## src/rtl/core/dart_pkg.sv

```systemverilog
package dart_pkg;

    // divider period and the phase widths that follow from it
    localparam int DIV_PERIOD  = 256;
    localparam int DIV_PHASE_W = (DIV_PERIOD > 2) ? $clog2(DIV_PERIOD) : 1;
    localparam int DIV_SUM_W   = ((DIV_PHASE_W > 8) ? DIV_PHASE_W : 8) + 1;

    // accumulator phase is 10 bits, sum with an 8-bit tick needs 11
    localparam int ACC_PHASE_W = 10;
    localparam int ACC_SUM_W   = ACC_PHASE_W + 1;

    // register map
    localparam logic [15:0] ADDR_DIV = 16'hff04;
    localparam logic [15:0] ADDR_ACC = 16'hff05;
    localparam logic [15:0] ADDR_RLD = 16'hff06;
    localparam logic [15:0] ADDR_CTL = 16'hff07;

    localparam logic [7:0] ACC_MAX = 8'hff;

    // request kinds
    typedef enum logic [1:0] {
        MODE_TICK  = 2'd0,
        MODE_READ  = 2'd1,
        MODE_WRITE = 2'd2
    } t_mode;

    // one input request
    typedef struct packed {
        logic [1:0]  mode;
        logic [7:0]  cycles;
        logic [15:0] bus_addr;
        logic [7:0]  write_data;
    } t_req;

    // one result
    typedef struct packed {
        logic [7:0] read_data;
        logic       timer_irq;
        logic       addr_error;
    } t_result;

    // accumulator phase limit for each rate code
    function automatic logic [ACC_SUM_W-1:0] rate_limit(input logic [1:0] rate);
        logic [ACC_SUM_W-1:0] lim;
        case (rate)
            2'd0:    lim = ACC_SUM_W'(1024);
            2'd1:    lim = ACC_SUM_W'(16);
            2'd2:    lim = ACC_SUM_W'(64);
            default: lim = ACC_SUM_W'(256);
        endcase
        return lim;
    endfunction

endpackage

```

## src/rtl/core/dart_in_reg.sv

```systemverilog
module dart_in_reg
    import dart_pkg::*;
(
    input  logic i_clk,
    input  logic i_rst_n,
    input  logic i_valid,
    output logic o_ready,
    input  t_req i_req,
    output logic o_valid,
    input  logic i_take,
    output t_req o_req
);

    logic r_valid;
    t_req r_req;

    // free when empty or when the held request moves on this cycle
    assign o_ready = !r_valid || i_take;

    // valid flag
    always_ff @(posedge i_clk) begin
        if (!i_rst_n) begin
            r_valid <= 1'b0;
        end else if (o_ready) begin
            r_valid <= i_valid;
        end
    end

    // payload
    always_ff @(posedge i_clk) begin
        if (i_valid && o_ready) begin
            r_req <= i_req;
        end
    end

    assign o_valid = r_valid;
    assign o_req   = r_req;

endmodule

```

## src/rtl/core/dart_core.sv

```systemverilog
module dart_core
    import dart_pkg::*;
(
    input  logic    i_clk,
    input  logic    i_rst_n,
    input  logic    i_fire,
    input  t_req    i_req,
    output t_result o_result
);

    logic [7:0]             r_div_count, n_div_count;
    logic [DIV_PHASE_W-1:0] r_div_phase, n_div_phase;
    logic [7:0]             r_accumulator, n_accumulator;
    logic [7:0]             r_reload, n_reload;
    logic [2:0]             r_control, n_control;
    logic [ACC_PHASE_W-1:0] r_acc_phase, n_acc_phase;

    logic [DIV_SUM_W-1:0] div_sum;
    logic [ACC_SUM_W-1:0] acc_sum;
    t_result              res;

    // phase sums for a tick
    assign div_sum = DIV_SUM_W'(r_div_phase) + DIV_SUM_W'(i_req.cycles);
    assign acc_sum = ACC_SUM_W'(r_acc_phase) + ACC_SUM_W'(i_req.cycles);

    // next state and result
    always_comb begin
        n_div_count   = r_div_count;
        n_div_phase   = r_div_phase;
        n_accumulator = r_accumulator;
        n_reload      = r_reload;
        n_control     = r_control;
        n_acc_phase   = r_acc_phase;
        res           = '0;
        case (i_req.mode)
            MODE_TICK: begin
                if (div_sum >= DIV_SUM_W'(DIV_PERIOD)) begin
                    n_div_phase = '0;
                    n_div_count = r_div_count + 8'd1;
                end else begin
                    n_div_phase = div_sum[DIV_PHASE_W-1:0];
                end
                if (r_control[2]) begin
                    if (acc_sum >= rate_limit(r_control[1:0])) begin
                        n_acc_phase = '0;
                        if (r_accumulator == ACC_MAX) begin
                            n_accumulator = r_reload;
                            res.timer_irq = 1'b1;
                        end else begin
                            n_accumulator = r_accumulator + 8'd1;
                        end
                    end else begin
                        n_acc_phase = acc_sum[ACC_PHASE_W-1:0];
                    end
                end
            end
            MODE_READ: begin
                unique case (i_req.bus_addr)
                    ADDR_DIV: res.read_data = r_div_count;
                    ADDR_ACC: res.read_data = r_accumulator;
                    ADDR_RLD: res.read_data = r_reload;
                    ADDR_CTL: res.read_data = {5'd0, r_control};
                    default:  res.addr_error = 1'b1;
                endcase
            end
            MODE_WRITE: begin
                unique case (i_req.bus_addr)
                    ADDR_DIV: begin
                        n_div_count = '0;
                        n_div_phase = '0;
                    end
                    ADDR_ACC: n_accumulator = i_req.write_data;
                    ADDR_RLD: n_reload = i_req.write_data;
                    ADDR_CTL: begin
                        if (r_control[1:0] != i_req.write_data[1:0]) begin
                            n_acc_phase = '0;
                        end
                        n_control = i_req.write_data[2:0];
                    end
                    default: ;
                endcase
            end
            default: ;
        endcase
    end

    // timer state
    always_ff @(posedge i_clk) begin
        if (!i_rst_n) begin
            r_div_count   <= '0;
            r_div_phase   <= '0;
            r_accumulator <= '0;
            r_reload      <= '0;
            r_control     <= '0;
            r_acc_phase   <= '0;
        end else if (i_fire) begin
            r_div_count   <= n_div_count;
            r_div_phase   <= n_div_phase;
            r_accumulator <= n_accumulator;
            r_reload      <= n_reload;
            r_control     <= n_control;
            r_acc_phase   <= n_acc_phase;
        end
    end

    assign o_result = res;

    // divider write clears the divider
    a_div_clear: assert property (@(posedge i_clk) disable iff (!i_rst_n)
        (i_fire && i_req.mode == MODE_WRITE && i_req.bus_addr == ADDR_DIV)
        |=> (r_div_count == 8'd0))
        else $error("divider not cleared after write");

    // interrupt only from an enabled, full accumulator
    a_irq_src: assert property (@(posedge i_clk) disable iff (!i_rst_n)
        (i_fire && res.timer_irq) |-> (r_control[2] && r_accumulator == ACC_MAX))
        else $error("interrupt without accumulator overflow");

    // phase stays below the current limit
    a_phase_lim: assert property (@(posedge i_clk) disable iff (!i_rst_n)
        ACC_SUM_W'(r_acc_phase) < rate_limit(r_control[1:0]))
        else $error("accumulator phase at or above limit");

    // an error read returns zero data
    a_err_data: assert property (@(posedge i_clk) disable iff (!i_rst_n)
        res.addr_error |-> (res.read_data == 8'd0 && !res.timer_irq))
        else $error("error read with nonzero result");

endmodule

```

## src/rtl/core/dart_out_reg.sv

```systemverilog
module dart_out_reg
    import dart_pkg::*;
(
    input  logic    i_clk,
    input  logic    i_rst_n,
    input  logic    i_load,
    output logic    o_free,
    input  t_result i_result,
    output logic    o_valid,
    input  logic    i_ready,
    output t_result o_result
);

    logic    r_valid;
    t_result r_result;

    // can take a new result when empty or when the held one leaves
    assign o_free = !r_valid || i_ready;

    // valid flag
    always_ff @(posedge i_clk) begin
        if (!i_rst_n) begin
            r_valid <= 1'b0;
        end else if (o_free) begin
            r_valid <= i_load;
        end
    end

    // payload
    always_ff @(posedge i_clk) begin
        if (i_load) begin
            r_result <= i_result;
        end
    end

    assign o_valid  = r_valid;
    assign o_result = r_result;

endmodule

```

## src/rtl/core/divider_and_reload_timer.sv

```systemverilog
// Divider and reload timer: each request is a tick with a count of 0 to 255, a register read or a
// register write at 0xff04 (divider), 0xff05 (accumulator), 0xff06 (reload) or 0xff07
// (control), and gives exactly one result. Requests pass through an input register, are
// worked combinationally against the timer state, and land in an output register, so a new
// request can be taken every cycle; a request is held in the input register and its result
// then in the output register, where it becomes valid. Throughput drops only while the output
// register is held by a stalled consumer.
module divider_and_reload_timer
    import dart_pkg::*;
(
    input  logic        i_clk,
    input  logic        i_rst_n,
    input  logic        i_in_valid,
    output logic        o_in_ready,
    input  logic [1:0]  i_mode,
    input  logic [7:0]  i_cycles,
    input  logic [15:0] i_bus_addr,
    input  logic [7:0]  i_write_data,
    output logic        o_out_valid,
    input  logic        i_out_ready,
    output logic [7:0]  o_read_data,
    output logic        o_timer_irq,
    output logic        o_addr_error
);

    t_req    in_req;
    t_req    held_req;
    t_result core_result;
    t_result out_result;
    logic    held_valid;
    logic    out_free;
    logic    fire;

    assign in_req = '{mode: i_mode, cycles: i_cycles, bus_addr: i_bus_addr,
                      write_data: i_write_data};

    // request advances when the output register has room
    assign fire = held_valid && out_free;

    // input register
    dart_in_reg u_in_reg (
        .i_clk   (i_clk),
        .i_rst_n (i_rst_n),
        .i_valid (i_in_valid),
        .o_ready (o_in_ready),
        .i_req   (in_req),
        .o_valid (held_valid),
        .i_take  (fire),
        .o_req   (held_req)
    );

    // timer state and request decode
    dart_core u_core (
        .i_clk    (i_clk),
        .i_rst_n  (i_rst_n),
        .i_fire   (fire),
        .i_req    (held_req),
        .o_result (core_result)
    );

    // result register
    dart_out_reg u_out_reg (
        .i_clk    (i_clk),
        .i_rst_n  (i_rst_n),
        .i_load   (fire),
        .o_free   (out_free),
        .i_result (core_result),
        .o_valid  (o_out_valid),
        .i_ready  (i_out_ready),
        .o_result (out_result)
    );

    assign o_read_data  = out_result.read_data;
    assign o_timer_irq  = out_result.timer_irq;
    assign o_addr_error = out_result.addr_error;

endmodule
```

## config.mk

```make
export PLATFORM = sky130hd
export DESIGN_NAME = divider_and_reload_timer
export DESIGN_NICKNAME = d
export VERILOG_FILES = /design/src/rtl/core/dart_pkg.sv /design/src/rtl/core/dart_in_reg.sv /design/src/rtl/core/dart_core.sv /design/src/rtl/core/dart_out_reg.sv /design/src/rtl/core/divider_and_reload_timer.sv
export SDC_FILE = /design/constraint.sdc
export NUM_CORES = 1
export LEC_CHECK = 0
export BUFFER_PORTS_ARGS = -buffer_cell sky130_fd_sc_hd__buf_4
export CORE_ASPECT_RATIO = 0.7
export CORE_MARGIN = 2
export CORE_UTILIZATION = 64
export DETAILED_ROUTE_END_ITERATION = 7
export HOLD_SLACK_MARGIN = 0.06
export MAX_ROUTING_LAYER = met4
export PLACE_DENSITY = 0.9
export REMOVE_ABC_BUFFERS = 1
export SLEW_MARGIN = 20
export SYNTH_ARGS = -nofsm -noshare
export SYNTH_HDL_FRONTEND = slang
export SYNTH_SLANG_ARGS = --single-unit
export TNS_END_PERCENT = 10
```

## constraint.sdc

```tcl
create_clock -name i_clk -period 6.9 [get_ports i_clk]
set_input_delay 0.69 -clock i_clk [delete_from_list [all_inputs] [get_ports i_clk]]
set_output_delay 0.69 -clock i_clk [all_outputs]
set_load 0.05 [all_outputs]
```

Yosys cells after proc, flatten, opt, wreduce, memory -nomap -nowiden
Cells that the tools add are included.

Add/sub/neg operators: 4. $lt $le $gt $ge: 2. Equality and inequality tests: 17. Multiplexer cells: 21. Reductions and logical operators: 17.

Operators by type and width (count): $eq A16 B16 Y1 const B (4); $mux W8 (7); $pmux W8 S2 (3); $mux W10 (4); $pmux W11 S3 (1); $pmux W8 S4 (1); $mux W11 (2); $pmux W10 S2 (1); $add A8 B1 Y8 const B (2); $reduce_and A3 Y1 (4); $add A10 B8 Y11 (1); $ge A11 B11 Y1 (1); $ne A2 B1 Y1 const B (5); $reduce_and A5 Y1 (2); $add A8 B8 Y9 (1); $ge A9 B9 Y1 const B (1); $eq A8 B8 Y1 const B (1); $eq A2 B1 Y1 const B (2); $eq A2 B2 Y1 const B (2); $logic_not A2 Y1 (2); $ne A2 B2 Y1 const B (2); $reduce_and A4 Y1 (1); $reduce_or A4 Y1 (1); $logic_and A1 B1 Y1 (2); other kinds (5) (8).

Register bits: 91. Input bits: 38. Output and inout port bits: 12.

Logic depth before layout (Yosys ltp)
Gate-level depths: netlist (run 1).

Depth after elaboration: 8. Gate-level depth with buffers: 15. Mapped depth without buffers: 15.

By module
From an unflattened synthesis (run 1), not the netlist that was laid out.

Cell total of the unflattened synthesis: 452. Area, all modules: 4743.3 µm².

By module, submodules not included: dart_core (instances 1, cells an instance 398, area each 3309.4 µm², sequential area each 900.9 µm²); dart_in_reg (instances 1, cells an instance 39, area each 1078.5 µm², sequential area each 1041.0 µm²); dart_out_reg (instances 1, cells an instance 14, area each 349.1 µm², sequential area each 320.3 µm²); divider_and_reload_timer (instances 1, cells an instance 1, area each 6.3 µm², sequential area each 0.0 µm²).

Worst setup path after synthesis (run 1)
Ideal clock, no wire load.

Kind: flip-flop to flip-flop. From: register u_in_reg.r_req, in the netlist u_in_reg.o_req[24]. To: register u_core.r_acc_phase[0]. Library setup time: 60 ps. Arrival: 3850 ps. Required time: 6840 ps. Slack: 2990 ps. Stages on the path, launching flop included: 15. Path buffers: 0. Cells stage by stage: edfxtp_1 -> ha_1 -> fa_1 -> a21o_1 -> a21oi_1 -> o21ai_0 -> o41ai_1 -> xnor2_1 -> ha_1 -> nand4b_1 -> a2111oi_2 -> a311oi_2 -> nand2_2 -> a211oi_4 -> a22o_1.

Cells in the longest elaborated chain, start to end: 5.

RTL lines: start, declared (line dart_in_reg.sv:15) `t_req r_req;`; start signal, assigned (line dart_in_reg.sv:32) `r_req <= i_req;`; $add A10 B8 Y11 (*) (line dart_core.sv:24) `assign acc_sum = ACC_SUM_W'(r_acc_phase) + ACC_SUM_W'(i_req.cycles);`; $ge A11 B11 Y1 (line dart_core.sv:44) `if (acc_sum >= rate_limit(r_control[1:0])) begin`; $mux W10 (*) (line dart_core.sv:44); $mux W10 (*) (line dart_core.sv:43) `if (r_control[2]) begin`; $pmux W10 S2 (*) (line dart_core.sv:35) `case (i_req.mode)`; end signal, assigned (line dart_core.sv:102) `r_acc_phase <= n_acc_phase;`; end, declared (line dart_core.sv:16) `logic [ACC_PHASE_W-1:0] r_acc_phase, n_acc_phase;`.

Mark *: on every way between the ends. The rest lies on a longest branch, timed or not. The select of a mux whose other input is x is not followed. A chain may end at the register's enable or synchronous reset.

Worst setup path after layout (run 1)
From: register u_in_reg.r_req, in the netlist u_in_reg.o_req[24]. To: register u_core.r_acc_phase[5].

The elaborated chain is that of the path after synthesis.

==> flow_summary.yaml, run 1 <==
setup_path:
  crit_end: "u_core.r_acc_phase[5]"
  timing.rr.start: "u_in_reg.o_req[24]"
  path_common_cell: "ha_1"
  cp_cell_sequence: "ha_1 > fa_1 > a21o_1 > a21oi_1 > o21ai_0 > o41ai_1 > xnor2_1 > ha_1 > nand4b_1 > a2111oi_2 > a311oi_2 > nand2_2 > a211oi_4 > a22o_1"
  critical_path_class: "flip-flop to flip-flop"
  cpMaxStageDelayCell: "o41ai_1"
  cpPeakStageDelay_ns: 0.70
  worst-path-stages: 14
  cp_data_arrival_time_ns: 4.83
  required_ns: 7.21
  ff2ff_setup_slack_ns: 2.38
  critical_path.startpoint_type: "flip-flop"
  critPathLaunch: "u_in_reg.o_req[24]"
  r2r-end: "u_core.r_acc_phase[5]"
  crit_fanout: 10
  cp_top_family: "compound AO/OA/AOI/OAI gates"
  critical_path_buf_inv_count: 0
  reg2regPathDepth: 14
  crit_path_end_kind: "flip-flop"
global_route:
  grt_usage: 0.285
  grt_max_degree: 35
  grt_pass1_wl_microns: 17600
  grt_pass1_vias: 3590
  grt_overflow: 0
  antenna_found_initial: 0
layout:
  drive_gt1_frac: 0.174
  nFillCells: 503
  stdcell_count: 598
  syn_to_final_growth_pct: 13.4
  multiInputGateArea_sq_um: 2390
  fin_nets: 557
  register_area_sq_um: 2260
  n_antenna_cell: 0
clocking:
  cts_hold_buf: 0
  clk_pin_slew_worst_paths_ns: 0.10
  clk_latency_ns: 0.37
  root_buffer: "clkbuf_8"
  cts.sinks: 91
  htreeDepth: 3
  cts_setup_buffers: 0
  cts_inserted_buffers: 9
  cts_tree: "yes"
  cts_buffer_depth: 2
  ctsResizeCount: 0
route:
  ant_nets: 0
  wl_microns: 10600
  drc: 0
  viasPerCell: 6.28
  vias: 3753
  dr.first_iter.drc_count: 349
  firstDrtPassIters: 5
  wl_per_cell_microns: 17.8
power_and_ir_drop:
  combPwrFrac: 0.085
  seqPwrFrac: 0.553
  ir_worst_vdd_mv: 0.155
  leakagePower_nw: 2.17
  powerDensity_nw_per_um2: 199
  intPower_w: 0.000800
  p_clk_frac: 0.363
  switchingPower_w: 0.000280
  switching_share: 0.259
synthesis:
  ys_ff_latch: 91
  yosysSeqAreaShare: 0.474
  yosysUniqueCellTypes: 69
  synth_edf_count: 44
  syn_area_sq_um: 4780
  async_flop_share: 0
  ys.warnings.count: 0
  synth.avg_cell_area_sq_um: 10.6
  ys.flop_type: "dfxtp_1"
  netlist_instances: 452
  synth.top_cells.by_count: "dfxtp_1 (47), nor2_1 (46), edfxtp_1 (44)"
  ys_top_cells_by_area: "edfxtp_1 (28%), dfxtp_1 (20%), mux2i_1 (7.1%), ha_1 (5.8%), nor2_1 (3.6%)"
  yosysMostFrequentCell: "dfxtp_1"
  synth_top_area_cell: "edfxtp_1"
  synth_top_area_share: 0.277
sta:
  clock.fmax_mhz: 221
  post-route-period-util: 0.655
  final_max_slew_viol_count: 0
  setup_tns_ns: 0
  setup_viol: 0
  hold_slack_ns: 0.486
  worst_slew_pin_slew_ns: 0.910
  hold_viol: 0
  rsz0062_at_grt: "false"
  worst_clock_skew_ns: 0.00893
  period_minus_slack_ns: 4.52
  relSlewSlack: 0.392
floorplan:
  io_pins: 50
  die_w_microns: 107
  row_count: 26
  fp.dieArea_sq_um: 8180
  coreArea_sq_um: 7250
  dieHeight_microns: 76.3
  start_util: 0.658
placement:
  dp_hpwl_microns: 7760
  routabilityCongestion: 0.974
  io_buffers: 49
  dp_cells: 582
run_status:
  outcome: "completed"
job:
  drv_cap: 0
worst_hold_path:
  hold_path.class: "input port to flip-flop"
==> power by group through the flow <==
stage                      logic, W  clock network, W  registers [W]
after detailed placement  0.0000907                 0       0.000609
after global placement    0.0000877                 0       0.000608
final                     0.0000916          0.000392       0.000597
after CTS                 0.0000913          0.000398       0.000596
after floorplan           0.0000456                 0       0.000615
after global routing      0.0000991          0.000423       0.000599
==> per-stage QoR <==
step	instance area (sq um)	total power [W]	util	setup WS, ns
floorplan	4700	0.000661	-	2.99
global placement	5200	0.000696	0.717	2.65
detailed placement	5200	0.000700	0.717	2.45
CTS	5420	0.00109	0.746	2.40
global route	5420	0.00112	0.746	2.14
finish	5420	0.00108	0.746	2.38
==> final cells by class <==
type | count | area share
Clock buffer | 9 | 0.0229
Clock inverter | 7 | 0.0166
Inverter | 14 | 0.00970
Multi-Input combinational cell | 329 | 0.441
Sequential cell | 91 | 0.418
Tap cell | 98 | 0.0226
Timing Repair Buffer | 50 | 0.0693
==> placed cells by master (no fill, tap or decap), types with 13 or more instances in the layout <==
cell,Yosys,layout
nand2_1,34,34
edfxtp_1,44,44
inv_1,13,13
a21oi_1,25,25
dfxtp_1,47,47
buf_4,0,50
mux2i_1,34,34
o21ai_0,16,16
ha_1,22,22
nor2_1,46,46
==> cell families (layout without fill, tap and decap cells) <==
| kind of cell | after synthesis | in the layout | share of synthesized area |
|---|---|---|---|
| AOI/OAI and AO/OA | 106 | 106 | 0.171 |
| and+or+nand+nor | 146 | 146 | 0.156 |
| buffers and inverters | 32 | 80 | 0.0262 |
| DFF | 91 | 91 | 0.474 |
| muxes | 35 | 35 | 0.0744 |
| xor gates and xnor gates | 18 | 18 | 0.0330 |
| adders and majority gates | 24 | 24 | 0.0660 |
==> per-layer routing <==
layer / vias to the layer above / GRT usage / part of all wire
met1: 1766 / 0.409 / 0.45
met4: 0 / 0.0818 / 0.014
li1: 1769 / - / -
met2: 201 / 0.409 / 0.45
met3: 17 / 0.0607 / 0.091
met5: - / - / 0
==> sequential cells by signal, summed over array words and instances, names as in the netlist, 3 cells and up <==
| name | flops |
|---|---|
| u_core.r_reload | 8 |
| u_core.r_accumulator | 8 |
| u_out_reg.o_result | 10 |
| u_core.r_acc_phase | 10 |
| u_core.r_control | 3 |
| u_core.r_div_count | 8 |
| u_in_reg.o_req | 34 |
| u_core.r_div_phase | 8 |
==> worst register-to-register path, delay by kind of cell (launching register included) <==
kind	cells	cell delay (ns)
flops	1	0.42
xor+xnor	1	0.16
compound gates	8	2.51
simple gates	2	0.29
fa+ha+maj	3	1.10
==> how the worst min path moves through the flow <==
stage / from / end / slack, ns / cells after the start
after detailed placement: u_core.r_acc_phase[5] / u_core.r_acc_phase[5] / 0.46 / 1
after global placement: u_core.r_acc_phase[5] / u_core.r_acc_phase[5] / 0.46 / 1
after global routing: i_cycles[5] / u_in_reg.o_req[29] / 0.46 / 1
after CTS: i_bus_addr[2] / u_in_reg.o_req[10] / 0.47 / 1
final: i_bus_addr[6] / u_in_reg.o_req[14] / 0.49 / 1
after floorplan: u_core.r_acc_phase[0] / u_core.r_acc_phase[0] / 0.45 / 1
Power figures use the tool's default switching activity.
==> run 2: changes to the inputs <==
--- a/config.mk
+++ b/config.mk
@@ -8,11 +8,11 @@
 export BUFFER_PORTS_ARGS = -buffer_cell sky130_fd_sc_hd__buf_4
 export CORE_ASPECT_RATIO = 0.7
 export CORE_MARGIN = 2
-export CORE_UTILIZATION = 64
+export CORE_UTILIZATION = 53
 export DETAILED_ROUTE_END_ITERATION = 7
 export HOLD_SLACK_MARGIN = 0.06
 export MAX_ROUTING_LAYER = met4
-export PLACE_DENSITY = 0.9
+export PLACE_DENSITY = 0.8
 export REMOVE_ABC_BUFFERS = 1
 export SLEW_MARGIN = 20
 export SYNTH_ARGS = -nofsm -noshare
==> constraint.sdc (replaced) <==
create_clock -name i_clk -period 4.1 [get_ports i_clk]
set_input_delay 0.41 -clock i_clk [delete_from_list [all_inputs] [get_ports i_clk]]
set_output_delay 0.41 -clock i_clk [all_outputs]
set_load 0.05 [all_outputs]
==> run 2 against run 1 <==
Cell count grew 5.2%; hold slack lost 0.26 ns; via count shrank 1.4%; clock skew shrank 0.0012 ns; largest power group unchanged; critical endpoint is now u_core.r_accumulator[2]; final area grew 4.3%; clock-buffer cell count is the same; non-clock buffer count grew 9.
==> flow_summary.yaml, run 2 (synthesized netlist as in run 1, its figures left out) <==
clocking:
  clk_pin_slew_worst_paths_ns: 0.07
  root_buffer: "clkbuf_16"
  cts_buffer_depth: 2
  cts_tree: "yes"
  cts_hold_buf: 0
  htreeDepth: 3
  cts.sinks: 91
  clk_latency_ns: 0.35
  cts_inserted_buffers: 9
power_and_ir_drop:
  switching_share: 0.244
  switchingPower_w: 0.000498
  leakagePower_nw: 2.28
  combPwrFrac: 0.077
  powerDensity_nw_per_um2: 361
  intPower_w: 0.00154
  seqPwrFrac: 0.493
  p_clk_frac: 0.430
  ir_worst_vdd_mv: 0.290
sta:
  period_minus_slack_ns: 3.86
  worst_slew_pin_slew_ns: 0.871
  final_max_slew_viol_count: 0
  post-route-period-util: 0.942
  relSlewSlack: 0.418
  worst_clock_skew_ns: 0.00775
  clock.fmax_mhz: 259
  setup_viol: 0
  rsz0062_at_grt: "false"
  setup_tns_ns: 0
  hold_viol: 0
layout:
  largest_reg_flops: 34
  fin_nets: 566
  n_antenna_cell: 0
  final_util: 0.655
  syn_to_final_growth_pct: 18.2
  layout_common_cells: "buf_4 (58), dfxtp_1 (47), nor2_1 (46), edfxtp_1 (44)"
  drive_gt1_frac: 0.194
  layout_commonest_cell: "buf_4"
worst_hold_path:
  whs_path_depth: 1
  holdCritStartpoint: "i_write_data[1]"
  hold_path.class: "input port to flip-flop"
  worstHoldEndpoint: "u_in_reg.o_req[1]"
setup_path:
  critical_path_buf_inv_count: 2
  cp_top_family: "compound AO/OA/AOI/OAI gates"
  r2r-end: "u_core.r_accumulator[2]"
  crit_path_end_kind: "flip-flop"
  reg2regPathDepth: 16
  timing.rr.start: "u_in_reg.o_req[24]"
  required_ns: 4.34
  crit_fanout: 8
  critical_path_class: "flip-flop to flip-flop"
  cp_data_arrival_time_ns: 4.10
  path_common_cell: "ha_1"
  ff2ff_setup_slack_ns: 0.24
  cpMaxStageDelayCell: "fa_1"
  cp_cell_sequence: "ha_1 > fa_1 > a21o_1 > a21oi_2 > o21ai_1 > o41ai_2 > xnor2_1 > ha_1 > nand4b_1 > a2111oi_2 > a311oi_2 > buf_4 > a31oi_2 > o21ai_4 > buf_12 > mux2i_1"
  critical_path.startpoint_type: "flip-flop"
  cpPeakStageDelay_ns: 0.41
floorplan:
  start_util: 0.554
  dieHeight_microns: 83.4
  die_w_microns: 117
  row_count: 28
  io_pins: 50
  fp.dieArea_sq_um: 9800
  coreArea_sq_um: 8620
job:
  drv_cap: 0
global_route:
  grt_pass1_vias: 3533
  grt_overflow: 0
  grt_max_degree: 35
  antenna_found_initial: 0
  grt_pass1_wl_microns: 17600
  grt_usage: 0.232
route:
  routed.top_layer: "met4"
  firstDrtPassIters: 5
  wl_per_cell_microns: 16.8
  dr.first_iter.drc_count: 438
  routed-wl-met3_microns: 826
  viasPerCell: 5.89
  dr_wl_met2_microns: 4460
  wl_microns: 10600
  vias: 3702
  ant_nets: 0
  met1Wirelength_microns: 5200
  drc: 0
run_status:
  outcome: "completed"
placement:
  dp_hpwl_microns: 7790
  io_buffers: 49
  routabilityCongestion: 0.930
run 2: area by class of cell:
class	instances	area, sq um
inverters	14	52.6
well taps	120	150
clock buffers	9	225
multi-input cells	329	2410
fillers	664	2970
repair buffers	59	455
clock inverters	7	95.1
flip-flops and latches	91	2260
run 2: per-stage QoR:
stage	instances	worst slack [ns]	hold slack [ns]	area, sq um	power [W]
3_3_place_gp	608	0.106	0.461	5260	0.00117
4_1_cts	626	0.0793	0.221	5600	0.00205
2_1_floorplan	434	0.187	0.446	4700	0.00111
6_report	629	0.236	0.227	5650	0.00204
3_5_place_dp	608	-0.138	0.468	5260	0.00118
5_1_grt	629	0.00946	0.215	5650	0.00211
run 2: worst max path at each step:
stage	start	end	slack, ns	depth (start not counted)
CTS	u_in_reg.o_req[24]	u_core.r_accumulator[2]	0.08	14
finish	u_in_reg.o_req[24]	u_core.r_accumulator[2]	0.24	16
detailed placement	u_in_reg.o_req[24]	u_core.r_acc_phase[4]	-0.14	14
floorplan	u_in_reg.o_req[24]	u_core.r_acc_phase[0]	0.19	14
global placement	u_in_reg.o_req[24]	u_core.r_acc_phase[0]	0.11	14
global route	u_in_reg.o_req[24]	u_core.r_accumulator[2]	0.009	16
run 2: what timing repair did:
| action | in CTS | in global routing |
|---|---|---|
| buffers inserted | 2 | 3 |
| endpoints found under the setup margin | 18 | 19 |
| cloned | 0 | 0 |
| pin swaps | 1 | 4 |
| resized for setup | 1 | 3 |
run 2: metal layers:
metal,up-vias,GRT usage
li1,1791,-
met1,1739,0.333
met2,163,0.328
met3,9,0.0673
met4,0,0.0471
met5,-,-
run 2: power by group through the flow:
stage,combinational (W),sequential (W),clock [W]
4_1_cts,0.000156,0.00100,0.000889
2_1_floorplan,0.0000768,0.00104,0
3_5_place_dp,0.000155,0.00102,0
5_1_grt,0.000171,0.00101,0.000934
6_report,0.000157,0.00100,0.000876
3_3_place_gp,0.000152,0.00102,0
